[src/hw/rtl/crp_pkg.sv]
// ----------------------------------------------------------------------------
// CIGAR reference-to-read position package
// Shared field widths, operation codes and item types for the mapping unit.
// ----------------------------------------------------------------------------
package crp_pkg;

    // Default sizing of the running registers and of the used op length bits.
    localparam int POSITION_BITS_DEF  = 32;
    localparam int OP_LENGTH_BITS_DEF = 28;

    // Fixed field widths of the stream payload.
    localparam int POS_W     = 31;
    localparam int OP_CODE_W = 4;
    localparam int OP_LEN_W  = 28;

    // Input stream packing, from the lowest bit up.
    localparam int S_DATA_W = 96;
    localparam int M_DATA_W = 32;

    // Request kinds carried in the input tuser bit.
    localparam logic REQ_START = 1'b0;
    localparam logic REQ_OP    = 1'b1;

    // CIGAR operation codes.
    typedef enum logic [OP_CODE_W-1:0] {
        OP_M  = 4'd0,
        OP_I  = 4'd1,
        OP_D  = 4'd2,
        OP_N  = 4'd3,
        OP_S  = 4'd4,
        OP_H  = 4'd5,
        OP_P  = 4'd6,
        OP_EQ = 4'd7,
        OP_X  = 4'd8
    } crp_op_t;

    // One unpacked input item.
    typedef struct packed {
        logic                 req_type;
        logic [POS_W-1:0]     ref_position;
        logic [POS_W-1:0]     align_start;
        logic                 narrow_to_left;
        logic [OP_CODE_W-1:0] op_code;
        logic [OP_LEN_W-1:0]  op_length;
        logic                 last_op;
    } crp_item_t;

    // One result item.
    typedef struct packed {
        logic [POS_W-1:0] read_position;
        logic             mapped_ok;
    } crp_result_t;

    // Control passed from the top level down to the stages.
    typedef struct packed {
        logic advance;   // the held item is consumed this cycle
        logic out_load;  // the held item writes the result register
    } crp_ctl_t;

endpackage

[src/hw/rtl/crp_in_stage.sv]
// ----------------------------------------------------------------------------
// CIGAR mapping input stage
// Registers one input transfer and unpacks the stream payload into an item.
// ----------------------------------------------------------------------------
module crp_in_stage (
    input  logic                          aclk,
    input  logic                          aresetn,
    input  logic                          s_tvalid,
    output logic                          s_tready,
    input  logic [crp_pkg::S_DATA_W-1:0]  s_tdata,
    input  logic                          s_tuser,
    input  logic                          s_tlast,
    input  crp_pkg::crp_ctl_t             ctl,
    output crp_pkg::crp_item_t            item,
    output logic                          item_valid
);
    import crp_pkg::*;

    crp_item_t item_reg, item_next;
    logic      valid_reg, valid_next;
    logic      load;

    // The register takes a new transfer when empty or when its item leaves.
    assign s_tready = !valid_reg || ctl.advance;
    assign load     = s_tvalid && s_tready;

    // Unpack the payload: tdata holds the position and op fields.
    always_comb begin
        item_next                = item_reg;
        valid_next               = valid_reg;
        if (load) begin
            item_next.req_type       = s_tuser;
            item_next.ref_position   = s_tdata[30:0];
            item_next.align_start    = s_tdata[61:31];
            item_next.narrow_to_left = s_tdata[62];
            item_next.op_code        = s_tdata[66:63];
            item_next.op_length      = s_tdata[94:67];
            item_next.last_op        = s_tlast;
            valid_next               = 1'b1;
        end else if (ctl.advance) begin
            valid_next = 1'b0;
        end
    end

    always_ff @(posedge aclk) begin
        if (!aresetn) begin
            valid_reg <= 1'b0;
        end else begin
            valid_reg <= valid_next;
        end
        item_reg <= item_next;
    end

    assign item       = item_reg;
    assign item_valid = valid_reg;

endmodule

[src/hw/rtl/crp_walker.sv]
// ----------------------------------------------------------------------------
// CIGAR mapping walker
// Holds the running target and consumed counts and applies one item a cycle while items advance.
// ----------------------------------------------------------------------------
module crp_walker #(
    parameter int POSITION_BITS  = crp_pkg::POSITION_BITS_DEF,
    parameter int OP_LENGTH_BITS = crp_pkg::OP_LENGTH_BITS_DEF
) (
    input  logic                 aclk,
    input  logic                 aresetn,
    input  crp_pkg::crp_item_t   item,
    input  crp_pkg::crp_ctl_t    ctl,
    output crp_pkg::crp_result_t result
);
    import crp_pkg::*;

    // Signed state width and a wider working width for sums and differences.
    localparam int SW   = POSITION_BITS + 2;
    localparam int CW   = (SW > 33 ? SW : 33) + 2;
    localparam int ULEN = (OP_LENGTH_BITS < OP_LEN_W) ? OP_LENGTH_BITS : OP_LEN_W;

    localparam logic signed [CW-1:0] SMAX = $signed({{(CW-SW+1){1'b0}}, {(SW-1){1'b1}}});
    localparam logic signed [CW-1:0] SMIN = $signed({{(CW-SW+1){1'b1}}, {(SW-1){1'b0}}});
    localparam logic signed [CW-1:0] OUT_MAX = $signed({{(CW-POS_W){1'b0}}, {POS_W{1'b1}}});
    localparam logic signed [CW-1:0] ONE = $signed({{(CW-1){1'b0}}, 1'b1});

    logic signed [SW-1:0] target_reg, target_next;
    logic signed [SW-1:0] consumed_reg, consumed_next;
    logic                 reached_reg, reached_next;
    logic                 narrow_reg, narrow_next;

    logic signed [CW-1:0] t_ext, c_ext, len_ext, rp_ext, as_ext, t_new_ext;
    logic                 ok;

    // Saturate a working value to the signed state range.
    function automatic logic signed [SW-1:0] clamp_state(input logic signed [CW-1:0] v);
        logic signed [SW-1:0] r;
        if (v > SMAX) begin
            r = SMAX[SW-1:0];
        end else if (v < SMIN) begin
            r = SMIN[SW-1:0];
        end else begin
            r = v[SW-1:0];
        end
        return r;
    endfunction

    assign t_ext   = $signed({{(CW-SW){target_reg[SW-1]}}, target_reg});
    assign c_ext   = $signed({{(CW-SW){consumed_reg[SW-1]}}, consumed_reg});
    assign len_ext = $signed({{(CW-ULEN){1'b0}}, item.op_length[ULEN-1:0]});
    assign rp_ext  = $signed({{(CW-POS_W){1'b0}}, item.ref_position});
    assign as_ext  = $signed({{(CW-POS_W){1'b0}}, item.align_start});

    // Next state for the held item.
    always_comb begin
        target_next   = target_reg;
        consumed_next = consumed_reg;
        narrow_next   = narrow_reg;
        reached_next  = reached_reg;
        if (item.req_type == REQ_START) begin
            target_next   = clamp_state(rp_ext - as_ext + ONE);
            consumed_next = '0;
            narrow_next   = item.narrow_to_left;
            reached_next  = (clamp_state(rp_ext - as_ext + ONE) <= $signed({SW{1'b0}}));
        end else if (!reached_reg) begin
            unique case (item.op_code)
                OP_M, OP_EQ, OP_X: begin
                    consumed_next = clamp_state(c_ext + len_ext);
                end
                OP_I, OP_S: begin
                    target_next   = clamp_state(t_ext + len_ext);
                    consumed_next = clamp_state(c_ext + len_ext);
                end
                OP_D, OP_N: begin
                    if (t_ext - c_ext > len_ext) begin
                        target_next = clamp_state(t_ext - len_ext);
                    end else if (narrow_reg) begin
                        target_next = consumed_reg;
                    end else begin
                        target_next = clamp_state(c_ext + ONE);
                    end
                end
                default: begin
                    // Hard clip, pad and unknown codes leave the state alone.
                end
            endcase
            reached_next = (consumed_next >= target_next);
        end
    end

    // Result for a last op, taken from the updated state.
    assign t_new_ext = $signed({{(CW-SW){target_next[SW-1]}}, target_next});
    assign ok = reached_next && (t_new_ext > $signed({CW{1'b0}})) && (t_new_ext <= OUT_MAX);

    always_comb begin
        result.mapped_ok     = ok;
        result.read_position = ok ? t_new_ext[POS_W-1:0] : '0;
    end

    always_ff @(posedge aclk) begin
        if (!aresetn) begin
            target_reg   <= '0;
            consumed_reg <= '0;
            reached_reg  <= 1'b0;
            narrow_reg   <= 1'b0;
        end else if (ctl.advance) begin
            target_reg   <= target_next;
            consumed_reg <= consumed_next;
            reached_reg  <= reached_next;
            narrow_reg   <= narrow_next;
        end
    end

endmodule

[src/hw/rtl/crp_out_stage.sv]
// ----------------------------------------------------------------------------
// CIGAR mapping output stage
// Result register that holds one result transfer until the sink takes it.
// ----------------------------------------------------------------------------
module crp_out_stage (
    input  logic                          aclk,
    input  logic                          aresetn,
    input  crp_pkg::crp_ctl_t             ctl,
    input  crp_pkg::crp_result_t          result,
    output logic                          out_free,
    output logic                          m_tvalid,
    input  logic                          m_tready,
    output logic [crp_pkg::M_DATA_W-1:0]  m_tdata,
    output logic                          m_tuser
);
    import crp_pkg::*;

    crp_result_t result_reg, result_next;
    logic        valid_reg, valid_next;

    // The register can load when empty or when its result leaves now.
    assign out_free = !valid_reg || m_tready;

    always_comb begin
        result_next = result_reg;
        valid_next  = valid_reg;
        if (ctl.out_load) begin
            result_next = result;
            valid_next  = 1'b1;
        end else if (m_tready) begin
            valid_next = 1'b0;
        end
    end

    always_ff @(posedge aclk) begin
        if (!aresetn) begin
            valid_reg <= 1'b0;
        end else begin
            valid_reg <= valid_next;
        end
        result_reg <= result_next;
    end

    assign m_tvalid = valid_reg;
    assign m_tdata  = {{(M_DATA_W-POS_W){1'b0}}, result_reg.read_position};
    assign m_tuser  = result_reg.mapped_ok;

endmodule

[src/hw/rtl/cigar_reference_to_read_position_unit.sv]
// ----------------------------------------------------------------------------
// CIGAR reference-to-read position unit
// Maps a reference position onto a read position by walking CIGAR operations.
// ----------------------------------------------------------------------------
// The unit takes one transfer per clock cycle, start items and op items alike,
// while the result register can take any result. An accepted last op is held
// in the input register and, once it is consumed, its result is registered in
// the result register, which presents it on the output. In the input register
// the running target and consumed counts are updated by one add, compare and
// saturate step; the result register then holds the read position until the
// sink takes it, while further items keep flowing. Only an op item with tlast set gives a result.
module cigar_reference_to_read_position_unit #(
    parameter int POSITION_BITS  = crp_pkg::POSITION_BITS_DEF,
    parameter int OP_LENGTH_BITS = crp_pkg::OP_LENGTH_BITS_DEF
) (
    input  logic                          aclk,
    input  logic                          aresetn,
    // s_tdata: ref_position[30:0], align_start[61:31], narrow_to_left[62],
    //          op_code[66:63], op_length[94:67], zero fill [95]
    // s_tuser: req_type
    input  logic                          s_tvalid,
    output logic                          s_tready,
    input  logic [crp_pkg::S_DATA_W-1:0]  s_tdata,
    input  logic                          s_tuser,
    input  logic                          s_tlast,
    // m_tdata: read_position[30:0], zero fill [31]
    // m_tuser: mapped_ok
    output logic                          m_tvalid,
    input  logic                          m_tready,
    output logic [crp_pkg::M_DATA_W-1:0]  m_tdata,
    output logic                          m_tuser
);
    import crp_pkg::*;

    crp_item_t   item;
    logic        item_valid;
    crp_result_t result;
    crp_ctl_t    ctl;
    logic        out_free;
    logic        gives_result;

    // An item moves on unless its result would find the result register full.
    assign gives_result = (item.req_type == REQ_OP) && item.last_op;
    assign ctl.advance  = item_valid && (!gives_result || out_free);
    assign ctl.out_load = ctl.advance && gives_result;

    crp_in_stage u_in (
        .aclk       (aclk),
        .aresetn    (aresetn),
        .s_tvalid   (s_tvalid),
        .s_tready   (s_tready),
        .s_tdata    (s_tdata),
        .s_tuser    (s_tuser),
        .s_tlast    (s_tlast),
        .ctl        (ctl),
        .item       (item),
        .item_valid (item_valid)
    );

    crp_walker #(
        .POSITION_BITS  (POSITION_BITS),
        .OP_LENGTH_BITS (OP_LENGTH_BITS)
    ) u_walker (
        .aclk    (aclk),
        .aresetn (aresetn),
        .item    (item),
        .ctl     (ctl),
        .result  (result)
    );

    crp_out_stage u_out (
        .aclk     (aclk),
        .aresetn  (aresetn),
        .ctl      (ctl),
        .result   (result),
        .out_free (out_free),
        .m_tvalid (m_tvalid),
        .m_tready (m_tready),
        .m_tdata  (m_tdata),
        .m_tuser  (m_tuser)
    );

    // A failed mapping always reports a zero position.
    a_na_is_zero: assert property (@(posedge aclk) disable iff (!aresetn)
        m_tvalid && !m_tuser |-> m_tdata[POS_W-1:0] == '0)
        else $error("NA result carries a nonzero read position");

    // A successful mapping is a positive position.
    a_ok_positive: assert property (@(posedge aclk) disable iff (!aresetn)
        m_tvalid && m_tuser |-> m_tdata[POS_W-1:0] != '0)
        else $error("mapped result has a zero read position");

    // A consumed last op puts a result into the output register.
    a_last_gives_result: assert property (@(posedge aclk) disable iff (!aresetn)
        ctl.out_load |=> m_tvalid)
        else $error("last op consumed without a pending result");

    // A held item that does not move on stays in the input register.
    a_item_held: assert property (@(posedge aclk) disable iff (!aresetn)
        item_valid && !ctl.advance |=> item_valid && $stable(item))
        else $error("input register lost an unconsumed item");

endmodule

[config.mk]
export PLATFORM = sky130hd
export DESIGN_NAME = cigar_reference_to_read_position_unit
export DESIGN_NICKNAME = d
export VERILOG_FILES = /design/src/hw/rtl/crp_pkg.sv /design/src/hw/rtl/crp_in_stage.sv /design/src/hw/rtl/crp_walker.sv /design/src/hw/rtl/crp_out_stage.sv /design/src/hw/rtl/cigar_reference_to_read_position_unit.sv
export SDC_FILE = /design/constraint.sdc
export NUM_CORES = 1
export LEC_CHECK = 0
export BUFFER_PORTS_ARGS = -buffer_cell sky130_fd_sc_hd__buf_4
export CORE_AREA = 2 2 210 212
export CTS_CLUSTER_SIZE = 30
export DETAILED_ROUTE_END_ITERATION = 12
export DIE_AREA = 0 0 212 214
export GPL_TIMING_DRIVEN = 0
export PLACE_DENSITY = 0.72
export SKIP_LAST_GASP = 1
export SLEW_MARGIN = 30
export SYNTH_ARGS = -nofsm -noshare
export SYNTH_HDL_FRONTEND = slang
export SYNTH_SLANG_ARGS = --single-unit
[constraint.sdc]
create_clock -name aclk -period 8.66 [get_ports aclk]
set_input_delay 0.866 -clock aclk [delete_from_list [all_inputs] [get_ports aclk]]
set_output_delay 0.866 -clock aclk [all_outputs]
set_load 0.005 [all_outputs]
==> flow_results.org, run 1 <==
** Timing
- At the pin with the least slew margin, the transition time is 1.039 ns.
- Measured against its own limit, the worst slew margin works out to between 30% and 40%.
- The number of pins with negative max-slew slack in the final report is 0.
- Number of hold-slack violations in the final timing report :: 0
- Setup TNS :: 0 ns
- Subtracting the final worst setup slack from the clock period gives 8.490 ns.
- Of the available clock period, the critical path in the final layout requires 98.04%.
- Unrepaired setup endpoints after global routing :: false
- Between clock sinks in the finished design, the worst skew comes to 0.02302 ns.
- FMAX :: 117.8 MHz
- Setup violations remaining at the end of the flow were counted as 0.

** Yosys
- Synth async-reset ratio :: 0%
- Synthesized netlist cell count :: 2724
- After synthesis the netlist holds a flip-flop and latch count of 201.
- Number of library cell types mapped by synthesis :: 106
- After synthesis, flip-flops and latches occupy 24.83% of the total area.
- Yosys top cell by area :: sky130_fd_sc_hd__edfxtp_1
- After synthesis, the largest area contributor takes up 18.10% of total cell area.
- Dominant cell by count in the synthesized netlist :: sky130_fd_sc_hd__a21oi_1
- Syn avg cell area :: about 8 sq um
- By area the synthesized netlist is led by sky130_fd_sc_hd__edfxtp_1 18%, sky130_fd_sc_hd__ha_1 13%, sky130_fd_sc_hd__dfxtp_1 6.7%.
- Post-synth top cells :: 282 x sky130_fd_sc_hd__a21oi_1, 272 x sky130_fd_sc_hd__nor2_1, 215 x sky130_fd_sc_hd__ha_1
- For this run, the leading register cell type out of synthesis is sky130_fd_sc_hd__edfxtp_1.
- Number of enable flip-flop cells after synthesis :: 129
- Combined area of all synthesized cells :: ~0.021 sq mm
- Total number of yosys warnings :: 0
- The number of nets in the synthesized netlist is between 3k and 4k.

** CTS
- CTS clk-pin slew, worst paths :: 0.06 ns
- Quantity of hold-fixing buffers added after cts :: 0
- The clock reaches the later pin of the worst-skew pair after 0.58 ns.
- The clock net in this run drives a total of 201 sinks.
- Clock tree synthesis inserted a total of 25 buffers.
- In this run the number of H-tree levels came out at 1.
- TritonCTS built the clock tree.
- In this run the clock root is driven by a sky130_fd_sc_hd__clkbuf_16.
- Max Buffers Root-to-Sink :: 3

** Global routing
- After global routing the overflow that remains totals 0.
- First-pass GRT wire length :: 136.3 mm
- Entering global routing, the biggest net connects 55 pins.
- Overall fraction of global-route tracks in use :: about two fifths
- The number of antenna violations at the first check in global routing was 1.
- The number of global-route vias before repair is 22.16k.

** Worst setup path
- Critical path start-end classification :: reg -> reg
- On the worst path, the slowest cell contributes a delay of 0.49 ns.
- Kind of launch point of the worst setup path :: register
- Peak fanout along the critical path :: 10
- Critical path required time :: 8.95 ns
- Data on the critical path arrives at its endpoint at ~9 ns.
- Slowest-stage cell, CP :: sky130_fd_sc_hd__dfxtp_1
- Nature of the critical path endpoint :: register

** Final layout
- The register with the most flip-flops in the layout has between 90 and 100 of them.
- Finished Layout Cells :: 3512
- Post-layout nets :: 3230
- Share of post-route cells with drive strength above 1 :: between 10% and 20%
- Cells fill 57.26% of the core in the end.
- Fill cell total of the finished layout :: 3885
- 0 antenna diodes ended up in the layout.
- Relative to the synthesized area, the layout overhead comes to 14.73%.

** Power
- Static leakage power :: 10.03 nW
- Clock share of power :: 27.6%
- PwrDens :: 167.1 mW/mm^2
- Sequential power share :: around 28%
- Across the VDD grid, the largest voltage drop is 168.8 uV.
- Switching Share :: 40.94%
- Net switching power figure :: 1.680 mW
- Per report_power, the combinational group accounts for 44.7% of the total.
- Internal power comes to 2.424 mW.

** Placement
- Buffers placed on the I/O ports in this run total 134.
- Routability cong. :: 1.114
- Once placement completed, the tool counted placed cells totaling approximately 3.4k.
- Hpwl dp :: around 77 mm

** Drt
- Total iterations of the first detailed-routing run :: 5
- Dividing the detail-routed wire length by the instance count gives 26.65 um.
- Via/cell ratio :: 6.612
- Starting DRT DRC Count :: 2715
- In this run the remaining antenna-violating nets after routing total 0.
- Vias :: around 23k
- Final routed wirelength across all metal layers :: 93.59 mm
- After detailed routing, the number of remaining DRC violations is 0.

** Floorplanning
- The floorplan has 76 rows.
- Chip height :: 214 um
- Horiz. Die Dim :: 212 um
- Floorplan die area :: 0.04537 sq mm
- CORE AREA :: approximately 0.043 sq mm
- Top Ports :: 137
- Starting Density :: approximately half

** Outcome
- Run status :: completed

** Job
- The tool flagged a number of max-cap violations equal to 0.

** Hold path
- The min-delay analysis places its worst path in the category in -> reg.
## metrics by stage
| stage | power (mW) | area (sq um) | hold slack (ns) | setup slack, ns |
|---|---|---|---|---|
| 2_1_floorplan | 2.241 | 21400 | 0.4563 | 1.588 |
| 3_3_place_gp | 2.756 | 23140 | 0.4998 | -1.591 |
| 3_5_place_dp | 2.784 | 23230 | 0.5290 | -1.614 |
| 4_1_cts | 3.964 | 24240 | 0.4445 | 0.001029 |
| 5_1_grt | 4.271 | 24560 | 0.4488 | 0.003172 |
| 6_report | 4.104 | 24560 | 0.4555 | 0.1698 |
## area by class of cell
| type | instances | area [sq um] | share of cell area [%] |
|---|---|---|---|
| plain buffers | 132 | 605.6 | 2.466 |
| multi-input cells | 2238 | 15180 | 61.81 |
| repair buffers | 157 | 1266 | 5.156 |
| flip-flops and latches | 201 | 5325 | 21.68 |
| well taps | 585 | 732.0 | 2.981 |
| clock inverters | 16 | 221.5 | 0.9018 |
| inverters | 153 | 574.3 | 2.339 |
| clock buffers | 30 | 654.4 | 2.665 |
## kinds of logic after synthesis
logic type	share of synthesized area [%]
AO/OA/AOI/OAI	28.69
buffers and inverters	5.325
AND/OR/NAND/NOR	21.02
other	0.01752
adder cells (fa/ha/maj)	13.08
XOR/XNOR	6.500
multiplexers	0.5319
flip-flops	24.83
## cells in the final DEF (no fill, tap or decap), types with 10 or more instances in the layout
| cell | count |
|---|---|
| sky130_fd_sc_hd__a21oi_1 | 278 |
| sky130_fd_sc_hd__and3_1 | 39 |
| sky130_fd_sc_hd__nand3_1 | 78 |
| sky130_fd_sc_hd__a221oi_1 | 14 |
| sky130_fd_sc_hd__nand2b_1 | 28 |
| sky130_fd_sc_hd__a211oi_1 | 57 |
| sky130_fd_sc_hd__a22oi_1 | 10 |
| sky130_fd_sc_hd__nand2_1 | 202 |
| sky130_fd_sc_hd__ha_1 | 215 |
| sky130_fd_sc_hd__nor2b_1 | 30 |
| sky130_fd_sc_hd__a22o_1 | 33 |
| sky130_fd_sc_hd__nand4_1 | 49 |
| sky130_fd_sc_hd__dfxtp_1 | 66 |
| sky130_fd_sc_hd__buf_2 | 16 |
| sky130_fd_sc_hd__or3_1 | 15 |
| sky130_fd_sc_hd__nor3_1 | 70 |
| sky130_fd_sc_hd__clkbuf_16 | 27 |
| sky130_fd_sc_hd__nor4_1 | 23 |
| sky130_fd_sc_hd__nor2_1 | 270 |
| sky130_fd_sc_hd__a31oi_1 | 37 |
| sky130_fd_sc_hd__a21o_1 | 74 |
| sky130_fd_sc_hd__nor2_2 | 30 |
| sky130_fd_sc_hd__buf_4 | 155 |
| sky130_fd_sc_hd__o21bai_1 | 22 |
| sky130_fd_sc_hd__o211ai_1 | 31 |
| sky130_fd_sc_hd__o22a_1 | 10 |
| sky130_fd_sc_hd__edfxtp_1 | 129 |
| sky130_fd_sc_hd__xor2_1 | 58 |
| sky130_fd_sc_hd__xnor2_1 | 98 |
| sky130_fd_sc_hd__o31ai_1 | 17 |
| sky130_fd_sc_hd__o21a_1 | 26 |
| sky130_fd_sc_hd__inv_1 | 147 |
| sky130_fd_sc_hd__and2_1 | 19 |
| sky130_fd_sc_hd__or2_2 | 14 |
| sky130_fd_sc_hd__clkbuf_1 | 98 |
| sky130_fd_sc_hd__o21ai_0 | 169 |
## worst paths after layout
path | from | to | slack (ns) | cells past startpoint
max reg2reg | u_walker.consumed_reg[1] | u_out.m_tdata[30] | 0.17 | 42
min reg2reg | u_in.item[33] | u_walker.narrow_reg | 0.54 | 2
min | s_tdata[85] | u_in.item[19] | 0.46 | 1
max | u_walker.consumed_reg[1] | u_out.m_tdata[30] | 0.17 | 42
## power by group through the flow
stage | sequential, mW | clock (mW) | combinational, mW
after floorplan | 1.12 | 0 | 1.12
after global placement | 1.15 | 0 | 1.60
after detailed placement | 1.15 | 0 | 1.63
after CTS | 1.13 | 1.15 | 1.69
after global routing | 1.14 | 1.18 | 1.95
final | 1.14 | 1.13 | 1.83
## routing by layer
layer	up-vias	global-route usage (%)	wire length (um)	part of all wire (%)
met1	10920	50.30	36110	39
met4	0	21.90	6453	6.9
met5	-	0	0	0
met3	347	7.125	8974	9.6
li1	10490	-	-	-
met2	1463	65.51	42060	45
## worst max-delay path, delay by kind of cell, from the launching register on
family	cells	cell delay, ns
flip-flops	1	0.49
buffers and inverters	5	0.86
XOR/XNOR	1	0.16
AND/OR/NAND/NOR	12	1.92
AO/OA/AOI/OAI	21	3.86
adder cells (fa/ha/maj)	3	0.88
## timing repair
action	in CTS	in global routing
setup buffers	1	16
setup endpoints to repair	33	33
gates resized for setup	29	37
pin swaps	2	13
cloned	0	3
Power figures use the tool's default switching activity.
==> run 2: changes to the inputs <==
BUFFER_PORTS_ARGS = not set   (was -buffer_cell sky130_fd_sc_hd__buf_4)
DONT_BUFFER_PORTS = 1   (was not set)
PLACE_DENSITY = 0.7   (was 0.72)
SLEW_MARGIN = 25   (was 30)
==> flow_results.org, run 2 (synthesis results as in run 1) <==
** Outcome
- Run status :: completed (unchanged)

** Placement
- The routability-driven placement congestion ratio is 1.100 (was 1.114).
- Placed insts :: 3311 (was 3446)
- The quantity of I/O buffers inserted on ports came to 0 (was 134).
- The sum of net half-perimeters after detailed placement came to 75.21 mm (was 76.51 mm).

** Final layout
- The count of antenna diodes in the layout is 0 (unchanged).
- Most common library cell in the layout ignoring fill and taps :: sky130_fd_sc_hd__a21oi_1 (unchanged)
- Finished Layout Cells :: 3368 (was 3512)
- The sequential cell area is 0.005323 sq mm (was 0.005325 sq mm).
- Share of post-route cells with drive strength above 1 :: 7.258% (was 11.96%)
- Fill cell total of the finished layout :: 3944 (was 3885)
- Utilization of the core after routing :: 54.38% (was 57.26%)
- The flip-flop count of the largest register after layout came to 97 (unchanged).
- Most frequent cells in the layout: 279 x sky130_fd_sc_hd__a21oi_1, 270 x sky130_fd_sc_hd__nor2_1, 215 x sky130_fd_sc_hd__ha_1 (was 278 x sky130_fd_sc_hd__a21oi_1, 270 x sky130_fd_sc_hd__nor2_1, 215 x sky130_fd_sc_hd__ha_1).
- The area taken by multi-input logic gates was 0.01518 sq mm (about the same).
- Area growth syn-to-layout :: 8.955% (was 14.73%)
- Post-layout nets :: 3086 (was 3230)

** Timing
- Worst hold-check slack :: 0.3571 ns (was 0.4555 ns)
- Number of hold-slack violations in the final timing report :: 0 (unchanged)
- Worst-case clock skew :: 0.02920 ns (was 0.02302 ns)
- Final number of setup-violating endpoints :: 0 (unchanged)
- The transition time at the pin with the least slew margin is 1.221 ns (was 1.039 ns).
- Final Max Slew Viols :: 0 (unchanged)
- Final period utilization :: 97.06% (was 98.04%)
- FMAX :: 119.0 MHz (was 117.8 MHz)
- Slew margin rel. :: 17.95% (was 30.47%)
- The setup TNS after final layout is 0 ns (unchanged).
- Post-route minimum period :: 8.405 ns (was 8.490 ns)

** Drt
- Via/cell ratio :: 6.610 (was 6.612)
- The detailed-route wire length per cell was 27.14 um (was 26.65 um).
- The iteration-0 DRC count of the detailed router came to 2418 (was 2715).
- Vias :: 22.26k (was 23.22k)
- Total iterations of the first detailed-routing run :: 6 (was 5)
- Final routed wirelength across all metal layers :: 91.42 mm (was 93.59 mm)
- Residual DRC :: 0 (unchanged)
- Antenna Nets Post-Route :: 0 (unchanged)

** CTS
- Clock buffers created by TritonCTS :: 25 (unchanged)
- The number of levels in the clock H-tree came to 1 (unchanged).
- Clock latency on the worst-skew pair :: 0.60 ns (was 0.58 ns)
- The maximum clock insertion buffer count was 3 (unchanged).
- Clock sink count :: 201 (unchanged)
- Clock tree from TritonCTS :: done (unchanged)
- The clock slew at the register clock pins of the worst setup and hold paths came to 0.06 ns (about the same).
- The library cell used as clock root buffer is sky130_fd_sc_hd__clkbuf_16 (unchanged).

** Worst setup path
- The startpoint class of the critical path is a register (unchanged).
- The stage delay of the slowest cell on the critical path came to 0.88 ns (was 0.49 ns).
- Nature of the critical path endpoint :: register (unchanged)
- The class of the most critical setup path is reg -> reg (unchanged).
- Critical path required time :: 8.96 ns (was 8.95 ns)
- Family with the most delay on the worst path :: compound AO/OA/AOI/OAI gates (unchanged)
- The arrival time reported for the critical path endpoint came to 8.70 ns (was 8.78 ns).
- Buffer and inverter count on the worst path :: 3 (was 5)
- The slowest library cell on the worst path was sky130_fd_sc_hd__a2111oi_0 (was sky130_fd_sc_hd__dfxtp_1).
- The peak fanout along the critical path came to 10 (unchanged).
- Most common cell on crit path :: sky130_fd_sc_hd__o21ai_0

** Job
- Number of maximum-capacitance violations :: 0 (unchanged)

** Global routing
- The number of antenna violations at the first check in global routing came to 2 (was 1).
- The number of global-route vias before repair came to 21.32k (was 22.16k).
- Overall fraction of global-route tracks in use :: 39.23% (was 40.21%)
- The leftover overflow at the end of global routing came to 0 (unchanged).
- The pin count of the biggest net entering global routing was 60 (was 55).
- First-pass GRT wire length :: 132.7 mm (was 136.3 mm)

** Floorplanning
- The I/O pin total is 137 (unchanged).
- The vertical die dimension is 214 um (unchanged).
- Floorplan die area :: 0.04537 sq mm (unchanged)
- Horiz. Die Dim :: 212 um (unchanged)
- The area of the placeable core is 0.04289 sq mm (unchanged).
- Placement row count :: 76 (unchanged)
- Starting Density :: 49.91% (unchanged)

** Power
- The peak supply drop is 183.3 uV (was 168.8 uV).
- Total power of the final layout :: 3.940 mW (was 4.104 mW)
- PwrDens :: 168.9 mW/mm^2 (was 167.1 mW/mm^2)
- The cell leakage power came to 9.259 nW (was 10.03 nW).

** Hold path
- Path class of the lowest-slack min-delay path :: in -> reg (unchanged)
[run 2: timing repair]
| action | in CTS | in global routing |
|---|---|---|
| buffers inserted | 4 | 7 |
| endpoints found under the setup margin | 33 | 33 |
| pin swaps | 3 | 8 |
| resized for setup | 26 | 33 |
| hold buffers | 0 | 0 |
[run 2: area by class of cell]
class                      count  area share [%]
timing repair buffer          13          0.4936
multi-input combinational   2238           65.11
tap                          585           3.139
clock inverter                 6          0.3058
clock buffer                  40           3.144
buffer                       132           2.527
sequential                   201           22.82
inverter                     153           2.463
[run 2: worst paths after layout]
kind / from / end / slack, ns / depth (start not counted)
worst max-delay path: u_walker.target_reg[12] / u_out.m_tdata[30] / 0.25 / 28
worst min-delay path: s_tdata[85] / u_in.item[19] / 0.36 / 0
worst max register to register: u_walker.target_reg[12] / u_out.m_tdata[30] / 0.25 / 28
worst min register to register: u_in.item_valid / u_in.item_valid / 0.54 / 2
[run 2: through the flow]
step / setup WS (ns) / cell area, sq um
floorplan: 1.588 / 21400
global placement: -1.468 / 22140
detailed placement: -1.554 / 22200
CTS: 0.004296 / 23140
global route: -0.02458 / 23320
finish: 0.2550 / 23320
[run 2: layer usage]
layer / up-vias / GRT usage, % / part of all wire [%]
met3: 290 / 6.671 / 9.0
met1: 10560 / 49.57 / 39
met2: 1228 / 64.10 / 45
met4: 4 / 20.16 / 6.1
li1: 10180 / - / -
met5: - / 0 / 0.034
[run 2: power breakdown]
| part | leakage [nW] | total [mW] | internal [mW] | switching [mW] |
|---|---|---|---|---|
| clock network | 0.390 | 1.05 | 0.610 | 0.439 |
| registers | 1.87 | 1.14 | 1.07 | 0.0692 |
| logic | 6.99 | 1.75 | 0.603 | 1.15 |
